## config.mk

```make
export PLATFORM = sky130hd
export DESIGN_NAME = kf_ctrl
export DESIGN_NICKNAME = d
export VERILOG_FILES = /design/src/sv/kf_pkg.sv /design/src/sv/kf_ctrl.sv
export SDC_FILE = /design/constraint.sdc
export NUM_CORES = 1
export LEC_CHECK = 0
export BUFFER_PORTS_ARGS = -buffer_cell sky130_fd_sc_hd__buf_4
export CORE_MARGIN = 2
export CORE_UTILIZATION = 40
export CTS_CLUSTER_DIAMETER = 150
export DETAILED_ROUTE_END_ITERATION = 7
export HOLD_SLACK_MARGIN = 0.02
export PLACE_DENSITY = 0.62
export SYNTH_ARGS = -nofsm -noshare
export SYNTH_HDL_FRONTEND = slang
export SYNTH_SLANG_ARGS = --single-unit
```

## constraint.sdc

```tcl
create_clock -name i_clk -period 2.5 [get_ports i_clk]
set_input_delay 0.375 -clock i_clk [delete_from_list [all_inputs] [get_ports i_clk]]
set_output_delay 0.375 -clock i_clk [all_outputs]
set_load 0.01 [all_outputs]
```

## src/sv/kf_pkg.sv

```systemverilog
// ----------------------------------------------------------------------------
// kf_pkg
// Types, constants and command codes of the position/velocity Kalman filter.
// ----------------------------------------------------------------------------
package kf_pkg;
    localparam int WORD_BITS = 32;
    localparam int FRAC_BITS = 16;
    localparam int CFG_BITS  = 31;
    localparam int PROD_BITS = 2 * WORD_BITS;
    localparam int GAIN_BITS = WORD_BITS + FRAC_BITS + 2;

    typedef logic signed [WORD_BITS-1:0] t_word;
    typedef logic signed [PROD_BITS-1:0] t_wide;

    localparam t_word FX_ONE  = t_word'(64'sd1 <<< FRAC_BITS);
    localparam t_word FX_MAX  = {1'b0, {(WORD_BITS-1){1'b1}}};
    localparam t_word FX_MIN  = {1'b1, {(WORD_BITS-1){1'b0}}};

    typedef enum logic [1:0] {
        MODE_PREDICT = 2'd0,
        MODE_UPDATE  = 2'd1,
        MODE_INIT    = 2'd2,
        MODE_NONE    = 2'd3
    } t_mode;

    typedef enum logic [1:0] {
        REG_TIME_STEP = 2'd0,
        REG_POS_NOISE = 2'd1,
        REG_VEL_NOISE = 2'd2,
        REG_MEAS_NOISE = 2'd3
    } t_reg;

    // datapath micro-operations
    typedef enum logic [4:0] {
        OP_NOP,
        OP_LOAD,      // latch input word
        OP_INIT,      // load state from input, reset covariance
        OP_UPD_FIRST, // first update before ready
        OP_P_POS,     // pos += dt*vel
        OP_P_A,       // a = dt*sat(vp+pv)
        OP_P_DD,      // dd = dt*dt
        OP_P_B,       // b = dd*vv
        OP_P_C,       // c = dt*vv, commit predict
        OP_U_Y,       // y, s
        OP_U_DIV0,    // start k0 division
        OP_U_DIV1,    // start k1 division
        OP_U_POS,     // pos += k0*y
        OP_U_VEL,     // vel += k1*y
        OP_U_PP,      // t0 = g*pp
        OP_U_PV,      // t1 = g*pv
        OP_U_VP,      // t2 = k1*pp
        OP_U_VV,      // t3 = k1*pv, commit update
        OP_OUT        // capture result word
    } t_op;

    typedef struct packed {
        t_op  op;
    } t_cmd;

    typedef struct packed {
        logic div_done;
        logic ready;
    } t_status;

    function automatic t_word sat_wide(input t_wide v);
        if (v > t_wide'(FX_MAX)) return FX_MAX;
        if (v < t_wide'(FX_MIN)) return FX_MIN;
        return t_word'(v);
    endfunction
endpackage

```

## src/sv/kf_ctrl.sv

```systemverilog
// ----------------------------------------------------------------------------
// kf_ctrl
// Sequencer: accepts a word, steps the datapath ops, hands off the result.
// ----------------------------------------------------------------------------
module kf_ctrl
    import kf_pkg::*;
(
    input  logic    i_clk,
    input  logic    i_rst_n,
    input  t_status i_status,
    input  logic    i_in_valid,
    input  logic [1:0] i_mode,
    output logic    o_in_ready,
    output logic    o_out_load,
    input  logic    i_out_free,
    output t_cmd    o_cmd
);
    t_op  r_state, n_state;
    logic [1:0] r_mode;
    logic [5:0] r_wait;
    logic r_divs;

    always_comb begin
        n_state = r_state;
        case (r_state)
            OP_NOP: if (i_in_valid && i_out_free) n_state = OP_LOAD;
            OP_LOAD: begin
                case (r_mode)
                    MODE_PREDICT: n_state = i_status.ready ? OP_P_POS : OP_OUT;
                    MODE_UPDATE:  n_state = i_status.ready ? OP_U_Y : OP_UPD_FIRST;
                    MODE_INIT:    n_state = OP_INIT;
                    default:      n_state = OP_OUT;
                endcase
            end
            OP_INIT, OP_UPD_FIRST: n_state = OP_OUT;
            OP_P_POS: n_state = OP_P_A;
            OP_P_A:   n_state = OP_P_DD;
            OP_P_DD:  n_state = OP_P_B;
            OP_P_B:   n_state = OP_P_C;
            OP_P_C:   n_state = OP_OUT;
            OP_U_Y:   n_state = OP_U_DIV0;
            OP_U_DIV0: if (r_wait == 6'd0) n_state = OP_U_DIV1;
            OP_U_DIV1: if (r_wait == 6'd0) n_state = OP_U_POS;
            OP_U_POS: n_state = OP_U_VEL;
            OP_U_VEL: n_state = OP_U_PP;
            OP_U_PP:  n_state = OP_U_PV;
            OP_U_PV:  n_state = OP_U_VP;
            OP_U_VP:  n_state = OP_U_VV;
            OP_U_VV:  n_state = OP_OUT;
            OP_OUT:   n_state = OP_NOP;
            default:  n_state = OP_NOP;
        endcase
    end

    always_comb begin
        o_in_ready = (r_state == OP_NOP) && i_out_free;
        o_out_load = (r_state == OP_OUT);
        o_cmd.op = r_state;
        // divide ops issue the start only on their first cycle
        if ((r_state == OP_U_DIV0 || r_state == OP_U_DIV1) && r_divs)
            o_cmd.op = OP_NOP;
    end

    always_ff @(posedge i_clk) begin
        if (!i_rst_n) begin
            r_state <= OP_NOP;
            r_wait <= '0;
            r_divs <= 1'b0;
            r_mode <= MODE_NONE;
        end else begin
            if (i_in_valid && o_in_ready) r_mode <= i_mode;
            r_state <= n_state;
            if (n_state != r_state) begin
                r_divs <= 1'b0;
                r_wait <= 6'(WORD_BITS + FRAC_BITS + 1);
            end else begin
                r_divs <= 1'b1;
                if (r_wait != 6'd0) r_wait <= r_wait - 6'd1;
            end
        end
    end
endmodule

```

==> flow_summary.yaml <==
run_status:
  status: "finished clean"
global_routing:
  antenna_found_initial: 0
  grt_pass1_wl_microns: 3640
  first_global_vias: 785
  grt_overflow: 0
  grt_use_total_pct: 16.7
  met2_usage_pct: 24.4
  grt_start_max_net_pins: 16
  use_met3_pct: 2.42
  gr-usage-met1_pct: 24.8
  top_usage_layer: "met1"
pwr:
  p_int_w: 0.000778
  peakVddDrop_uv: 743
  power_frac_seq_pct: 28.4
  p_sw_share_pct: 44.1
  power_leakage_nw: 0.441
  cellPowerDensity_mw_per_mm2: 1220
  combPwrFrac_pct: 59.6
  p_switching_w: 0.000614
  clockPowerShare_pct: 12.0
detailed_routing:
  totalWireLength_microns: 2110
  avgViaCountPerCell: 5.60
  drtIter0Drc: 21
  drt_first_pass_iters: 4
  drc: 0
  wl_per_cell_microns: 12.8
  vias: 924
  final_antenna_net_count: 0
placed_design:
  hpwl_microns: 1570
  io_buffers: 13
  gp_congestion: 0.817
  dpl_cell_area_sq_mm: 0.00110
  placed_cells: 160
clock_network:
  clock-sinks: 14
  cts_root_buf: "clkbuf_4"
  clockBufferDepth: 2
  path_clk_slew_ps: 90
  clk_latency_ps: 280
  h-tree-depth: 1
  tritoncts: "yes"
  numCtsBuffers: 3
  holdBufCountCts: 0
synthesis:
  synth_top_area_share_pct: 27.1
  synth.avg_cell_area_sq_um: 8.22
  netlist_area_sq_mm: 0.00104
  ys_async_sr_fraction_pct: 0
  synth_area_leaders: "dfxtp_1, a21oi_1, nor3_1"
  synthCells: 126
  yosysSeqAreaShare_pct: 27.1
  syn_nets: 135
  ys_types: 51
  ys.warnings.count: 0
  synthFlopType: "dfxtp_1"
  ys_ff_latch: 14
  yosysTopAreaCell: "dfxtp_1"
  synth_edf_count: 0
critical_path:
  ff2ff_setup_slack_ps: 410
  path_class: "flip-flop to flip-flop"
  startpoint_type: "flip-flop"
  required_ps: 2660
  cp.arrival_ps: 2250
  worst-path-max-fanout: 6
  endpoint_kind: "flip-flop"
timing:
  finalCritPeriodShare_pct: 83.6
  finalSetupViolCount: 0
  timing.slew.headroom_pct: 61.2
  fmax_mhz: 479
  fin_setup_tns_ps: 0
  slew_viol_final: 0
  fin_crit_ps: 2090
  rsz0062_at_grt: "false"
  hold_violations: 0
  worstMarginPinSlew_ps: 578
  skew_ps: 7.67
  fin_hold_ws_ps: 275
cells_and_area:
  final_cell_mix: "buf_4, dfxtp_1, a21oi_1, nand2_1, nor3_1"
  diodes: 0
  fin_cells: 165
  seqCellArea_sq_um: 280
  layout.nets: 145
  layout_commonest_cell: "buf_4"
  layout-drive-gt1-share_pct: 20.0
  fillCellCount: 253
  area_growth_pct: 10.5
  multi_input_area_sq_um: 652
  final_util_pct: 46.6
  postLayoutCellArea_sq_mm: 0.00114
min_path:
  hp-class: "input pin to flip-flop"
floorplanning:
  die_width_microns: 54.9
  initial_core_util_pct: 42.2
  coreArea_sq_mm: 0.00245
  die-area_sq_mm: 0.00301
  placementRows: 18
  boundaryPins: 15
  die-height_microns: 54.9
job:
  drv_cap: 0
## cell type report
class	instances	area share [%]
inverters	5	1.64
multi-input cells	96	56.9
well taps	30	3.28
clock buffers	4	3.17
repair buffers	16	10.5
flip-flops and latches	14	24.5
## power groups by stage
| stage | clock network [W] | registers (W) | logic [W] |
|---|---|---|---|
| after global placement | 0 | 0.000398 | 0.000796 |
| after floorplan | 0 | 0.000338 | 0.000728 |
| after global routing | 0.000180 | 0.000414 | 0.000930 |
| after detailed placement | 0 | 0.000400 | 0.000803 |
| final | 0.000166 | 0.000395 | 0.000829 |
| after CTS | 0.000169 | 0.000394 | 0.000811 |
## cell usage after synthesis, drive strengths merged (2+ instances only)
master	number
nand3	3
a222oi	2
a21oi	10
nor2	6
nor4	3
o21a	4
buf	6
a31oi	3
nor2b	3
inv	4
and4	2
clkbuf	5
o21ai	4
nand3b	3
or4	2
dfxtp	14
xor2	3
nor3b	2
nand4	2
mux2i	3
nand2	9
nor3	7
xnor2	2
and2	5
## what timing repair did
item | CTS | global route
buffers inserted | 0 | 1
endpoints found under the setup margin | 0 | 3
gates resized for setup | 0 | 0
## metrics by stage
step,power [W],worst slack (ps)
global route,0.00152,166
detailed placement,0.00120,311
global placement,0.00119,304
floorplan,0.00107,571
CTS,0.00137,270
finish,0.00139,411
## layer usage
| metal | vias up | share of wire [%] |
|---|---|---|
| met3 | 4 | 3.5 |
| li1 | 482 | - |
| met1 | 416 | 50 |
| met2 | 22 | 45 |
| met5 | - | 0 |
| met4 | 0 | 1.4 |
## flip-flops by register name, summed over array words and instances, names as in the netlist
| register | count |
|---|---|
| r_state | 5 |
| r_mode | 2 |
| r_divs | 1 |
| r_wait | 6 |
## critical path: stages, from the launching register on
cell,delay [ps]
dfxtp_1,320
inv_1,90
ha_1,220
nor3b_4,310
nand3_1,120
a222oi_1,330
buf_4,180
xor2_1,280
a31oi_1,130
## cells by family after synthesis
family | after synthesis | synth area share [%]
AND/OR/NAND/NOR | 54 | 32.0
AO/OA/AOI/OAI | 32 | 21.5
buffers and inverters | 16 | 10.0
flip-flops | 14 | 27.1
XOR/XNOR | 5 | 4.23
multiplexers | 4 | 3.99
adder cells (fa/ha/maj) | 1 | 1.21
## final timing paths
| kind | startpoint | endpoint | depth (start not counted) |
|---|---|---|---|
| setup / recovery | r_wait[0]$_SDFFE_PN0P_ | r_wait[5]$_SDFFE_PN0P_ | 8 |
| hold / removal | i_rst_n | r_mode[1]$_SDFFE_PN1P_ | 2 |
| setup reg to reg | r_wait[0]$_SDFFE_PN0P_ | r_wait[5]$_SDFFE_PN0P_ | 8 |
| hold reg to reg | r_mode[1]$_SDFFE_PN1P_ | r_mode[1]$_SDFFE_PN1P_ | 2 |
Note: power is estimated with default switching activity, not from simulation.
